`config.mk`:
```
export PLATFORM = sky130hd
export DESIGN_NAME = log_energy_meter
export DESIGN_NICKNAME = d
export VERILOG_FILES = /design/src/design/lem_pkg.sv /design/src/design/lem_div.sv /design/src/design/lem_log.sv /design/src/design/log_energy_meter.sv
export SDC_FILE = /design/constraint.sdc
export NUM_CORES = 2
export LEC_CHECK = 0
export BUFFER_PORTS_ARGS = -buffer_cell sky130_fd_sc_hd__buf_2
export CORE_UTILIZATION = 40
export DETAILED_ROUTE_END_ITERATION = 8
export PLACE_DENSITY_LB_ADDON = 0.3
export SKIP_CTS_REPAIR_TIMING = 1
export SLEW_MARGIN = 25
export SYNTH_ARGS = -nofsm -noshare
export SYNTH_HDL_FRONTEND = slang
export SYNTH_SLANG_ARGS = --single-unit
```
`constraint.sdc`:
```
create_clock -name i_clk -period 18 [get_ports i_clk]
set_input_delay 0 -clock i_clk [delete_from_list [all_inputs] [get_ports i_clk]]
set_output_delay 0 -clock i_clk [all_outputs]
set_load 0.05 [all_outputs]
```
`src/design/lem_pkg.sv`:
```
// ----------------------------------------------------------------------------
// lem_pkg
// Shared widths, constants, item types and the log2 fraction table function
// for the log energy meter.
// ----------------------------------------------------------------------------
package lem_pkg;

    localparam int SAMPLE_W = 16;
    localparam int GROUP_W  = 10;
    localparam int SUM_W    = 41;
    localparam int LEVEL_W  = 16;
    localparam int SLOT_W   = 9;

    localparam logic [GROUP_W-1:0] GROUP_RESET = 10'd40;

    // mean carries this many fraction bits before the log
    localparam int MEAN_FRAC = 10;
    // mantissa bits kept below the leading one
    localparam int MANT_BITS = 30;
    localparam int Q16       = 16;

    // long divider: quotient bits resolved per pipeline stage
    localparam int DIV_STEPS  = 6;
    localparam int DIV_STAGES = (SUM_W + MEAN_FRAC + DIV_STEPS - 1) / DIV_STEPS;
    localparam int DIV_W      = DIV_STAGES * DIV_STEPS;
    localparam int POS_W      = $clog2(DIV_W);

    // table entries run up to 1.0 in Q16 inclusive
    localparam int FRAC_W = Q16 + 1;

    // level = floor((5*L - 31*2^16) / 124), L = log2(mean) - MEAN_FRAC in Q16
    localparam int LOG_SCALE = 31;
    localparam int NUM_W     = 26;
    localparam int HI_W      = NUM_W - Q16;
    localparam int HI_OFFSET = 5 * MEAN_FRAC + LOG_SCALE;
    localparam int SAT_NUM   = 124 * (1 << Q16);

    // num/124 = (num>>2)/31, the /31 by reciprocal multiply
    localparam int X_W         = 21;
    localparam int RECIP_W     = 23;
    localparam int DIV31_SHIFT = 27;
    localparam logic [RECIP_W-1:0] DIV31_MUL = 23'd4329605;
    localparam int PROD_W      = X_W + RECIP_W;

    localparam int RING_DEPTH_DEF     = 512;
    localparam int LOG_TABLE_BITS_DEF = 6;

    typedef struct packed {
        logic [SUM_W-1:0]  sum;
        logic [SLOT_W-1:0] slot;
    } t_sum_item;

    typedef struct packed {
        logic [DIV_W-1:0]  quot;
        logic [SLOT_W-1:0] slot;
    } t_div_item;

    typedef struct packed {
        logic              pos;
        logic              sat;
        logic [PROD_W-1:0] prod;
        logic [SLOT_W-1:0] slot;
    } t_lvl_item;

    // log2(1 + idx/2^tb) in Q16 by repeated squaring of a Q30 value
    function automatic logic [FRAC_W-1:0] log_entry(input int unsigned idx,
                                                    input int unsigned tb);
        logic [63:0]       y;
        logic [FRAC_W-1:0] res;
        int                b;
        res = '0;
        if (idx >= (32'd1 << tb)) begin
            res = FRAC_W'(1 << Q16);
        end else begin
            y = (64'd1 << MANT_BITS) + (64'(idx) << (MANT_BITS - tb));
            for (b = 0; b < Q16; b++) begin
                y   = (y * y) >> MANT_BITS;
                res = {res[FRAC_W-2:0], 1'b0};
                if (y >= (64'd2 << MANT_BITS)) begin
                    res[0] = 1'b1;
                    y      = y >> 1;
                end
            end
        end
        return res;
    endfunction

endpackage

```
`src/design/lem_div.sv`:
```
// ----------------------------------------------------------------------------
// lem_div
// Pipelined restoring divider: (sum << MEAN_FRAC) / divisor, a few quotient
// bits per stage, with a valid bit and stall chain per stage.
// ----------------------------------------------------------------------------
module lem_div (
    input  logic                          i_clk,
    input  logic                          i_rst_n,
    input  logic                          i_valid,
    output logic                          o_ready,
    input  lem_pkg::t_sum_item            i_item,
    input  logic [lem_pkg::GROUP_W-1:0]   i_divisor,
    output logic                          o_valid,
    input  logic                          i_ready,
    output lem_pkg::t_div_item            o_item
);

    localparam int NS = lem_pkg::DIV_STAGES;
    localparam int GW = lem_pkg::GROUP_W;
    localparam int DW = lem_pkg::DIV_W;

    logic                      r_vld  [NS];
    logic [GW-1:0]             r_rem  [NS];
    logic [DW-1:0]             r_word [NS];
    logic [lem_pkg::SLOT_W-1:0] r_slot [NS];
    logic [GW-1:0]             n_rem  [NS];
    logic [DW-1:0]             n_word [NS];
    logic [NS-1:0]             w_ld;

    // a stage loads when it is empty or its successor loads
    always_comb begin
        w_ld[NS-1] = !r_vld[NS-1] || i_ready;
        for (int k = NS - 2; k >= 0; k--) begin
            w_ld[k] = !r_vld[k] || w_ld[k+1];
        end
    end

    // remainder and word shift left together; quotient bits enter at the bottom
    always_comb begin
        logic [GW:0]   v_part;
        logic [GW-1:0] v_rem;
        logic [DW-1:0] v_word;
        for (int k = 0; k < NS; k++) begin
            if (k == 0) begin
                v_rem  = '0;
                v_word = DW'({i_item.sum, {lem_pkg::MEAN_FRAC{1'b0}}});
            end else begin
                v_rem  = r_rem[k-1];
                v_word = r_word[k-1];
            end
            for (int s = 0; s < lem_pkg::DIV_STEPS; s++) begin
                v_part = {v_rem, v_word[DW-1]};
                v_word = {v_word[DW-2:0], 1'b0};
                if (v_part >= {1'b0, i_divisor}) begin
                    v_rem     = GW'(v_part - {1'b0, i_divisor});
                    v_word[0] = 1'b1;
                end else begin
                    v_rem = v_part[GW-1:0];
                end
            end
            n_rem[k]  = v_rem;
            n_word[k] = v_word;
        end
    end

    always_ff @(posedge i_clk) begin
        if (!i_rst_n) begin
            for (int k = 0; k < NS; k++) begin
                r_vld[k] <= 1'b0;
            end
        end else begin
            if (w_ld[0]) begin
                r_vld[0] <= i_valid;
            end
            for (int k = 1; k < NS; k++) begin
                if (w_ld[k]) begin
                    r_vld[k] <= r_vld[k-1];
                end
            end
        end
    end

    always_ff @(posedge i_clk) begin
        if (w_ld[0]) begin
            r_rem[0]  <= n_rem[0];
            r_word[0] <= n_word[0];
            r_slot[0] <= i_item.slot;
        end
        for (int k = 1; k < NS; k++) begin
            if (w_ld[k]) begin
                r_rem[k]  <= n_rem[k];
                r_word[k] <= n_word[k];
                r_slot[k] <= r_slot[k-1];
            end
        end
    end

    assign o_ready     = w_ld[0];
    assign o_valid     = r_vld[NS-1];
    assign o_item.quot = r_word[NS-1];
    assign o_item.slot = r_slot[NS-1];

endmodule

```
`src/design/lem_log.sv`:
```
// ----------------------------------------------------------------------------
// lem_log
// Mean to level: leading-one search, table log2 with linear interpolation,
// noise floor offset and scale, ending in the reciprocal multiply for /31.
// ----------------------------------------------------------------------------
module lem_log #(
    parameter int LOG_TABLE_BITS = lem_pkg::LOG_TABLE_BITS_DEF
) (
    input  logic               i_clk,
    input  logic               i_rst_n,
    input  logic               i_valid,
    output logic               o_ready,
    input  lem_pkg::t_div_item i_item,
    output logic               o_valid,
    input  logic               i_ready,
    output lem_pkg::t_lvl_item o_item
);

    localparam int NST   = 5;
    localparam int DW    = lem_pkg::DIV_W;
    localparam int PW    = lem_pkg::POS_W;
    localparam int FW    = lem_pkg::FRAC_W;
    localparam int SW    = lem_pkg::SLOT_W;
    localparam int RW    = lem_pkg::MANT_BITS - LOG_TABLE_BITS;
    localparam int TAB_N = 1 << LOG_TABLE_BITS;
    localparam int MW    = FW + RW;

    logic [FW-1:0] w_tab [TAB_N+1];

    for (genvar gi = 0; gi <= TAB_N; gi++) begin : g_tab
        assign w_tab[gi] = lem_pkg::log_entry(gi, LOG_TABLE_BITS);
    end

    logic          r_vld [NST];
    logic [NST-1:0] w_ld;

    always_comb begin
        w_ld[NST-1] = !r_vld[NST-1] || i_ready;
        for (int k = NST - 2; k >= 0; k--) begin
            w_ld[k] = !r_vld[k] || w_ld[k+1];
        end
    end

    always_ff @(posedge i_clk) begin
        if (!i_rst_n) begin
            for (int k = 0; k < NST; k++) begin
                r_vld[k] <= 1'b0;
            end
        end else begin
            if (w_ld[0]) begin
                r_vld[0] <= i_valid;
            end
            for (int k = 1; k < NST; k++) begin
                if (w_ld[k]) begin
                    r_vld[k] <= r_vld[k-1];
                end
            end
        end
    end

    // stage A: leading-one position
    logic [PW-1:0] w_a_pos;
    logic [DW-1:0] r_a_q;
    logic [PW-1:0] r_a_pos;
    logic          r_a_zero;
    logic [SW-1:0] r_a_slot;

    always_comb begin
        w_a_pos = '0;
        for (int b = 0; b < DW; b++) begin
            if (i_item.quot[b]) begin
                w_a_pos = PW'(b);
            end
        end
    end

    always_ff @(posedge i_clk) begin
        if (w_ld[0]) begin
            r_a_q    <= i_item.quot;
            r_a_pos  <= w_a_pos;
            r_a_zero <= (i_item.quot == '0);
            r_a_slot <= i_item.slot;
        end
    end

    // stage B: normalize, split mantissa, read both table neighbors
    logic [DW-1:0]              w_b_norm;
    logic [lem_pkg::MANT_BITS-1:0] w_b_mant;
    logic [LOG_TABLE_BITS:0]    w_b_idx;
    logic [FW-1:0]              w_b_e0;
    logic [FW-1:0]              w_b_e1;
    logic [PW-1:0]              r_b_pos;
    logic                       r_b_zero;
    logic [FW-1:0]              r_b_e0;
    logic [FW-1:0]              r_b_d;
    logic [RW-1:0]              r_b_r;
    logic [SW-1:0]              r_b_slot;

    always_comb begin
        w_b_norm = r_a_q << (PW'(DW - 1) - r_a_pos);
        w_b_mant = w_b_norm[DW-2 -: lem_pkg::MANT_BITS];
        w_b_idx  = {1'b0, w_b_mant[lem_pkg::MANT_BITS-1 -: LOG_TABLE_BITS]};
        w_b_e0   = w_tab[w_b_idx];
        w_b_e1   = w_tab[w_b_idx + 1'b1];
    end

    always_ff @(posedge i_clk) begin
        if (w_ld[1]) begin
            r_b_pos  <= r_a_pos;
            r_b_zero <= r_a_zero;
            r_b_e0   <= w_b_e0;
            r_b_d    <= w_b_e1 - w_b_e0;
            r_b_r    <= w_b_mant[RW-1:0];
            r_b_slot <= r_a_slot;
        end
    end

    // stage C: interpolate the fraction
    logic [MW-1:0] w_c_mul;
    logic [FW-1:0] r_c_frac;
    logic [PW-1:0] r_c_pos;
    logic          r_c_zero;
    logic [SW-1:0] r_c_slot;

    assign w_c_mul = MW'(r_b_d) * MW'(r_b_r);

    always_ff @(posedge i_clk) begin
        if (w_ld[2]) begin
            r_c_frac <= r_b_e0 + FW'(w_c_mul >> RW);
            r_c_pos  <= r_b_pos;
            r_c_zero <= r_b_zero;
            r_c_slot <= r_b_slot;
        end
    end

    // stage D: 5*L - 31*2^16, sign and saturation
    localparam int F5_W = lem_pkg::NUM_W - 4;
    logic [lem_pkg::HI_W-1:0]  w_d_hi;
    logic [F5_W-1:0]           w_d_f5;
    logic signed [lem_pkg::NUM_W-1:0] w_d_num;
    logic                      r_d_pos;
    logic                      r_d_sat;
    logic [lem_pkg::X_W-1:0]   r_d_x;
    logic [SW-1:0]             r_d_slot;

    always_comb begin
        w_d_hi  = lem_pkg::HI_W'({{(lem_pkg::HI_W - PW){1'b0}}, r_c_pos} * 3'd5)
                  - lem_pkg::HI_W'(lem_pkg::HI_OFFSET);
        w_d_f5  = F5_W'(r_c_frac) * F5_W'(5);
        w_d_num = $signed({w_d_hi, {lem_pkg::Q16{1'b0}}})
                  + $signed({4'd0, w_d_f5});
    end

    always_ff @(posedge i_clk) begin
        if (w_ld[3]) begin
            r_d_pos  <= !r_c_zero && (w_d_num > 0);
            r_d_sat  <= (w_d_num >= lem_pkg::NUM_W'(lem_pkg::SAT_NUM));
            r_d_x    <= w_d_num[lem_pkg::X_W+1:2];
            r_d_slot <= r_c_slot;
        end
    end

    // stage E: reciprocal multiply for the /31
    logic                        r_e_pos;
    logic                        r_e_sat;
    logic [lem_pkg::PROD_W-1:0]  r_e_prod;
    logic [SW-1:0]               r_e_slot;

    always_ff @(posedge i_clk) begin
        if (w_ld[4]) begin
            r_e_pos  <= r_d_pos;
            r_e_sat  <= r_d_sat;
            r_e_prod <= lem_pkg::PROD_W'(r_d_x) * lem_pkg::PROD_W'(lem_pkg::DIV31_MUL);
            r_e_slot <= r_d_slot;
        end
    end

    assign o_ready     = w_ld[0];
    assign o_valid     = r_vld[NST-1];
    assign o_item.pos  = r_e_pos;
    assign o_item.sat  = r_e_sat;
    assign o_item.prod = r_e_prod;
    assign o_item.slot = r_e_slot;

endmodule

```
`src/design/log_energy_meter.sv`:
```
// ----------------------------------------------------------------------------
// log_energy_meter
// Sums squared audio samples per group and emits a log-scaled energy level
// with its ring slot.
// ----------------------------------------------------------------------------
// The meter takes one sample per clock for as long as results are drained:
// each sample is squared and added into the group sum in the cycle it is
// accepted. When a group closes, its sum is registered and enters a 9-stage
// long divider (6 quotient bits per stage) followed by 5 log and scaling
// stages and the output register. Stages advance independently, so bubbles
// collapse and input is still accepted while a finished level waits at the
// output. A group size of zero counts as one. Configuration writes must land
// while nothing is in flight.
module log_energy_meter #(
    parameter int RING_DEPTH     = lem_pkg::RING_DEPTH_DEF,
    parameter int LOG_TABLE_BITS = lem_pkg::LOG_TABLE_BITS_DEF
) (
    input  logic                                i_clk,
    input  logic                                i_rst_n,
    input  logic                                i_cfg_we,
    input  logic [lem_pkg::GROUP_W-1:0]         i_cfg_data,
    input  logic                                i_sample_valid,
    output logic                                o_sample_ready,
    input  logic signed [lem_pkg::SAMPLE_W-1:0] i_sample,
    output logic                                o_level_valid,
    input  logic                                i_level_ready,
    output logic [lem_pkg::LEVEL_W-1:0]         o_level,
    output logic [lem_pkg::SLOT_W-1:0]          o_slot
);

    localparam int GW = lem_pkg::GROUP_W;
    localparam int SW = lem_pkg::SLOT_W;

    logic [GW-1:0]             r_group_size;
    logic [GW-1:0]             w_group_eff;
    logic [lem_pkg::SUM_W-1:0] r_square_sum;
    logic [GW-1:0]             r_sample_count;
    logic [SW-1:0]             r_ring_pos;

    logic                      w_accept;
    logic signed [2*lem_pkg::SAMPLE_W-1:0] w_square;
    logic [lem_pkg::SUM_W-1:0] n_square_sum;
    logic [GW-1:0]             n_sample_count;
    logic                      w_group_done;
    logic [SW:0]               w_ring_inc;
    logic [SW-1:0]             n_ring_pos;

    logic                      r_s0_valid;
    lem_pkg::t_sum_item        r_s0_item;
    logic                      w_div_ready;
    logic                      w_div_valid;
    lem_pkg::t_div_item        w_div_item;
    logic                      w_log_ready;
    logic                      w_log_valid;
    lem_pkg::t_lvl_item        w_log_item;
    logic                      w_out_ld;
    logic                      r_out_valid;
    logic [lem_pkg::LEVEL_W-1:0] r_level;
    logic [SW-1:0]             r_slot;

    assign w_group_eff = (r_group_size == '0) ? GW'(1) : r_group_size;

    always_ff @(posedge i_clk) begin
        if (!i_rst_n) begin
            r_group_size <= lem_pkg::GROUP_RESET;
        end else if (i_cfg_we) begin
            r_group_size <= i_cfg_data;
        end
    end

    assign o_sample_ready = !r_s0_valid || w_div_ready;
    assign w_accept       = i_sample_valid && o_sample_ready;

    always_comb begin
        w_square       = i_sample * i_sample;
        n_square_sum   = r_square_sum + lem_pkg::SUM_W'($unsigned(w_square));
        n_sample_count = r_sample_count + 1'b1;
        w_group_done   = (n_sample_count >= w_group_eff);
        w_ring_inc     = {1'b0, r_ring_pos} + 1'b1;
        // wrap at the ring depth; beyond 512 the 9-bit slot wraps on its own
        n_ring_pos     = ({{(32 - SW - 1){1'b0}}, w_ring_inc} == 32'(RING_DEPTH))
                         ? '0 : w_ring_inc[SW-1:0];
    end

    always_ff @(posedge i_clk) begin
        if (!i_rst_n) begin
            r_square_sum   <= '0;
            r_sample_count <= '0;
            r_ring_pos     <= '0;
        end else if (w_accept) begin
            if (w_group_done) begin
                r_square_sum   <= '0;
                r_sample_count <= '0;
                r_ring_pos     <= n_ring_pos;
            end else begin
                r_square_sum   <= n_square_sum;
                r_sample_count <= n_sample_count;
            end
        end
    end

    // hand the closed group to the divider
    always_ff @(posedge i_clk) begin
        if (!i_rst_n) begin
            r_s0_valid <= 1'b0;
        end else if (o_sample_ready) begin
            r_s0_valid <= w_accept && w_group_done;
        end
    end

    always_ff @(posedge i_clk) begin
        if (w_accept && w_group_done) begin
            r_s0_item.sum  <= n_square_sum;
            r_s0_item.slot <= r_ring_pos;
        end
    end

    lem_div u_div (
        .i_clk     (i_clk),
        .i_rst_n   (i_rst_n),
        .i_valid   (r_s0_valid),
        .o_ready   (w_div_ready),
        .i_item    (r_s0_item),
        .i_divisor (w_group_eff),
        .o_valid   (w_div_valid),
        .i_ready   (w_log_ready),
        .o_item    (w_div_item)
    );

    lem_log #(
        .LOG_TABLE_BITS (LOG_TABLE_BITS)
    ) u_log (
        .i_clk   (i_clk),
        .i_rst_n (i_rst_n),
        .i_valid (w_div_valid),
        .o_ready (w_log_ready),
        .i_item  (w_div_item),
        .o_valid (w_log_valid),
        .i_ready (w_out_ld),
        .o_item  (w_log_item)
    );

    assign w_out_ld = !r_out_valid || i_level_ready;

    always_ff @(posedge i_clk) begin
        if (!i_rst_n) begin
            r_out_valid <= 1'b0;
        end else if (w_out_ld) begin
            r_out_valid <= w_log_valid;
        end
    end

    // drop to zero below the floor, saturate at full scale
    always_ff @(posedge i_clk) begin
        if (w_out_ld) begin
            if (!w_log_item.pos) begin
                r_level <= '0;
            end else if (w_log_item.sat) begin
                r_level <= '1;
            end else begin
                r_level <= w_log_item.prod[lem_pkg::DIV31_SHIFT +: lem_pkg::LEVEL_W];
            end
            r_slot <= w_log_item.slot;
        end
    end

    assign o_level_valid = r_out_valid;
    assign o_level       = r_level;
    assign o_slot        = r_slot;

endmodule

```
---- Yosys cells after proc, flatten, opt, wreduce, memory -nomap -nowiden ----
Memory sizes are Yosys's and may differ from the RTL's. A register that Yosys moved wholly into a read port is not among the register bits.
Cells that the tools add are included.
storage, ports and cells
  register bits ........................... 401
  input bits .............................. 31
  memory bits (writable) .................. 671
  logic and storage cells ................. 463
  bits in read-only memories .............. 4352
  memories kept ........................... 7
  output and inout bits ................... 27
cells by class
  multiplexer cells ....................... 235
  reductions and logical operators ........ 42
  magnitude comparators ................... 59
  $mul .................................... 5
  add/sub/neg operators ................... 63
  shift-type cells ........................ 1
  equality and inequality tests ........... 1
  bitwise operators ....................... 16
memory list
  name             depth  width  read ports  clocked after Yosys merged registers in  wr ports  RTL line        source
  (no name shown)  128    17     1           0                                        0         lem_log.sv:103  w_b_e0 = w_tab[w_b_idx];
  (no name shown)  128    17     1           0                                        0         lem_log.sv:104  w_b_e1 = w_tab[w_b_idx + 1'b1];
  u_div.r_word     9      54     9           0                                        9         lem_div.sv:24   logic [DW-1:0] r_word [NS];
  u_div.r_rem      9      10     8           0                                        9         lem_div.sv:23   logic [GW-1:0] r_rem [NS];
  u_div.r_slot     9      9      9           1                                        9         lem_div.sv:25   logic [lem_pkg::SLOT_W-1:0] r_slot [NS];
  u_div.r_vld      9      1      9           0                                        9         lem_div.sv:22   logic r_vld [NS];
  1 more memories  n/a    n/a    n/a         n/a                                      n/a       n/a
operators with widths
  kind                                                                               count
  11-bit by 10-bit >= comparator with 1-bit output                                   53
  10-bit 2-to-1 mux                                                                  56
  10-bit subtractor                                                                  53
  5-bit 2-to-1 mux                                                                   32
  1-bit 2-to-1 mux                                                                   122
  17-bit 2-to-1 mux                                                                  4
  54-bit logical NOT                                                                 1
  54-bit by 6-bit left shift with 53-bit output                                      1
  21-bit by 23-bit multiplier with 43-bit output (second input constant)             1
  41-bit by 32-bit adder with 41-bit output                                          1
  17-bit by 24-bit multiplier with 41-bit output                                     1
  41-bit 2-to-1 mux                                                                  1
  16-bit by 16-bit multiplier with 32-bit output                                     1
  4-bit 2-to-1 mux                                                                   8
  26-bit by 21-bit adder with 26-bit output                                          1
  26-bit by 24-bit >= comparator with 1-bit output (second input constant)           1
  26-bit by 1-bit greater-than comparator with 1-bit output (second input constant)  1
  3-bit 2-to-1 mux                                                                   8
  22-bit OR reduction                                                                1
  17-bit by 3-bit multiplier with 20-bit output (second input constant)              1
  17-bit adder                                                                       1
  1-bit logical NOT                                                                  17
  17-bit subtractor                                                                  1
  8-bit >= comparator (second input constant)                                        2
  22 further kinds                                                                   53

---- Logic depth before layout (Yosys ltp) ----
An unclocked memory read counts as a cell.
  word-level depth ........................ 53
  depth in mapped cells ................... 82
  depth with buffers taken out ............ 76

---- Modules after synthesis ----
Synthesis repeated with hierarchy kept, for this count alone.
second synthesis, totals
  cells, all modules ...................... 9920
  area total of the unflattened synthesis .. 97868.9 µm²
modules (own cells, without submodules)
  module            sequential area each (µm²)  area each (µm²)  instances  cells each
  lem_div           17416.7                     46632.2          1          4615
  lem_log           8017.7                      34386.7          1          3545
  log_energy_meter  3693.5                      16849.9          1          1760

---- Worst setup path before layout ----
No wires, ideal clock.
  kind .................................... reg-to-reg
  from .................................... register r_group_size[6]
  to ...................................... memory u_div.r_rem[0][68] (netlist name) (data pin)
  stages on the path, launching flop included .. 78
  library setup time ...................... 0.261 ns
  buffers on the path ..................... 5
  data required time ...................... 17.739 ns
  slack ................................... 0.506 ns
  arrival time ............................ 17.234 ns
  clock period less this slack ............ 17.494 ns
  path through ............................ dfxtp_1 > or4_4 > o31ai_2 > clkbuf_1 > ha_1 > nor2b_1 > o21ai_0 > a21boi_0 > or4_1 > and4_1 > nor2_1 > inv_1 > o21ai_0 > inv_1 > ha_1 > nor2b_1 > o21a_1 > o21ai_0 > [... 42 more ...] > o21ai_1 > clkbuf_1 > o21ai_0 > ha_1 > nor2b_1 > o21ai_0 > a21boi_0 > o21ai_0 > a21boi_0 > o21a_1 > o21ai_0 > a31oi_1 > or3_1 > a2111oi_1 > o21ai_1 > a21boi_1 > clkbuf_1 > a221o_1
RTL lines
  item                      RTL line                source
  start: declaration        log_energy_meter.sv:34  logic [GW-1:0] r_group_size;
  start signal: assignment  log_energy_meter.sv:65  r_group_size <= lem_pkg::GROUP_RESET;
  start signal: assignment  log_energy_meter.sv:67  r_group_size <= i_cfg_data;
  end: declaration          lem_div.sv:23

==> results.yml <==
run_status:
  outcome: "complete, no violations"
synth:
  syn_area_per_cell_um2: 10.0
  synth_ff_type: "edfxtp_1"
  synth_cell_types: 105
  synth-seq-cells: 966
  synth_top_area_share_pct: 28.7
  synth-edff-count: 894
  syn-cell-area_um2: 93500
  yosysTopAreaCell: "edfxtp_1"
  yosysWarningCount: 0
  synth_cells: 9321
  ys_async_sr_fraction_pct: 0
  synthTopCellsByArea: "edfxtp_1 29%, fa_1 14%, ha_1 14%, inv_1 4.5%, nand2_1 3.6%"
  yosysSeqAreaShare_pct: 30.3
layout:
  mostFrequentLayoutCells: "1104 x inv_1, 1044 x ha_1, 894 x edfxtp_1, 891 x nand2_1, 659 x fa_1"
  final_common_cell: "inv_1"
  final_nets: 11100
  area_delta_synth_final_pct: 9.40
  final_layout_size_suffix_gt1_share_pct: 8.80
  stdcell_count: 12600
worst_setup_path:
  worst_setup_path_end_kind: "flip-flop"
  cp.required_ps: 18510
  cp_slowest_cell: "or4_1"
  cpMostUsedCell: "o21ai_0"
  startpoint_type: "flip-flop"
  max_stage_delay_ps: 610
  path_class: "reg -> reg"
  r2r_cells: 77
  cp_max_fo: 17
  arrival_ps: 17290
timing:
  post-route-period-util_pct: 93.2
  fmax_ghz: 0.0596
  fin_setup_tns_ps: 0
  hold_violations: 0
  tightest_slew_ps: 967
  finalSetupViolations: 0
  clock_skew_ps: 88.4
  fin_hold_ws_ps: 233
  fin_crit_ps: 16780
  drv_slew: 0
  slew_headroom_pct: 33.9
min_path:
  hold_class: "in -> reg"
  whs_path_depth: 3
routing:
  wl_per_cell_um: 19.0
  via_count: 68800
  via_per_inst: 5.48
  first_pass_iters: 6
  ant_nets: 0
  drc_errors: 0
  drt_iter0_drc: 4803
  wirelength_um: 238000
grt:
  use_met2_pct: 35.0
  antenna_found_initial: 2
  use_met3_pct: 2.19
  grt_pass1_vias: 69800
  grt.busiest_layer: "met2"
  gr-usage-met1_pct: 26.1
  grt_overflow_total: 0
  grt_pass1_wl_um: 380000
  grt_usage_pct: 20.1
  grt_max_degree: 75
floorplan:
  initial_core_util_pct: 40.2
  io_pins: 58
  rows: 177
  die_area_um2: 236000
  chipWidth_um: 485
  core-area_um2: 232000
  die_h_um: 485
clock_tree:
  cts_tree: "done"
  clk_pin_slew_ps: 60
  cts_buffers: 108
  cts_max_level: 3
  root_buffer: "clkbuf_16"
  cts_sinks: 966
  clock_latency_ps: 780
  cts.path.max_buffers: 3
flow_run:
  max_cap_violations: 0
place:
  gp_congestion: 0.915
  dp.cells: 12300
  place_hpwl_um: 179000
  io_buffers: 57
Yosys cell counts, drive strengths merged (74+ instances only):
master / count
nor2: 621
nand2: 899
nor2b: 130
xnor2: 370
o21a: 113
mux2: 261
a21o: 203
ha: 1044
edfxtp: 894
a21boi: 74
a21oi: 486
nor3: 119
fa: 659
nand4: 107
nand3: 97
inv: 1126
and2: 193
o21ai: 426
nand2b: 109
xor2: 144
clkbuf: 211
mux2i: 137
per-layer routing:
layer | wire, um | up-vias | share of wire (%)
met2 | 116000 | 1807 | 49
met3 | 10400 | 411 | 4.4
met1 | 104000 | 33800 | 44
li1 | - | 32800 | -
met5 | 0 | - | 0
met4 | 7390 | 0 | 3.1
through the flow:
step                      setup slack [ps]  area, um^2  util [%]
after detailed placement               109       97700      42.1
after floorplan                        506       93500         -
after global routing                 -23.1      102000      44.0
after global placement                 331       97700      42.1
final                                 1220      102000      44.0
after CTS                            -13.8      102000      43.7
worst max-delay path: cells and delay by family (launching register included):
kind                     cells  cell delay [ps]
AO/OA/AOI/OAI               43             8580
adder cells (fa/ha/maj)      6             1470
buffers and inverters       11             1820
flip-flops                   1              340
multiplexers                 6             1940
AND/OR/NAND/NOR             11             2280
sequential cells by signal (all words and copies together) (netlist names), 10 cells and up:
name            cells
u_div.r_word      410
u_log.r_b_d        17
o_level            16
r_group_size       10
u_log.r_e_prod     16
u_log.r_b_r        24
r_square_sum       41
u_log.r_a_q        53
u_div.r_rem        80
r_sample_count     10
u_log.r_d_x        21
r_s0_item          50
u_log.r_b_e0       16
u_log.r_c_frac     17
u_div.r_slot       81
final timing paths:
| kind | from | endpoint | slack (ps) |
|---|---|---|---|
| min | i_cfg_we | r_group_size[5]$_SDFFE_PN1P_ | 230 |
| max reg2reg | r_group_size[2]$_SDFFE_PN0P_ | u_div.r_rem[0][13]$_DFFE_PP_ | 1220 |
| min reg2reg | u_div.r_word[0][386]$_DFFE_PP_ | u_div.r_word[0][446]$_DFFE_PP_ | 370 |
| max | r_group_size[2]$_SDFFE_PN0P_ | u_div.r_rem[0][13]$_DFFE_PP_ | 1220 |
final cells by class:
class                      instances  area (um^2)
antenna                            2         5.00
multi-input combinational       6970        60300
fill                           21900       130000
clock inverter                    75          918
clock buffer                     131         2890
tap                             3043         3810
inverter                        1130         4250
sequential                       966        28300
timing repair buffer             237         1820
cell families after synthesis:
| group | Yosys count | synth area share (%) |
|---|---|---|
| mux | 464 | 6.26 |
| fa+ha+maj | 1703 | 28.1 |
| other cells | 1 | 0.00401 |
| buf+inv | 1388 | 5.64 |
| xor+xnor | 514 | 4.83 |
| compound gates | 1809 | 12.5 |
| simple gates | 2476 | 12.4 |
| flops | 966 | 30.3 |
Power is left out: the tool's default activity adds up to more than one toggle a clock period on the data nets, which glitch-free logic cannot reach.
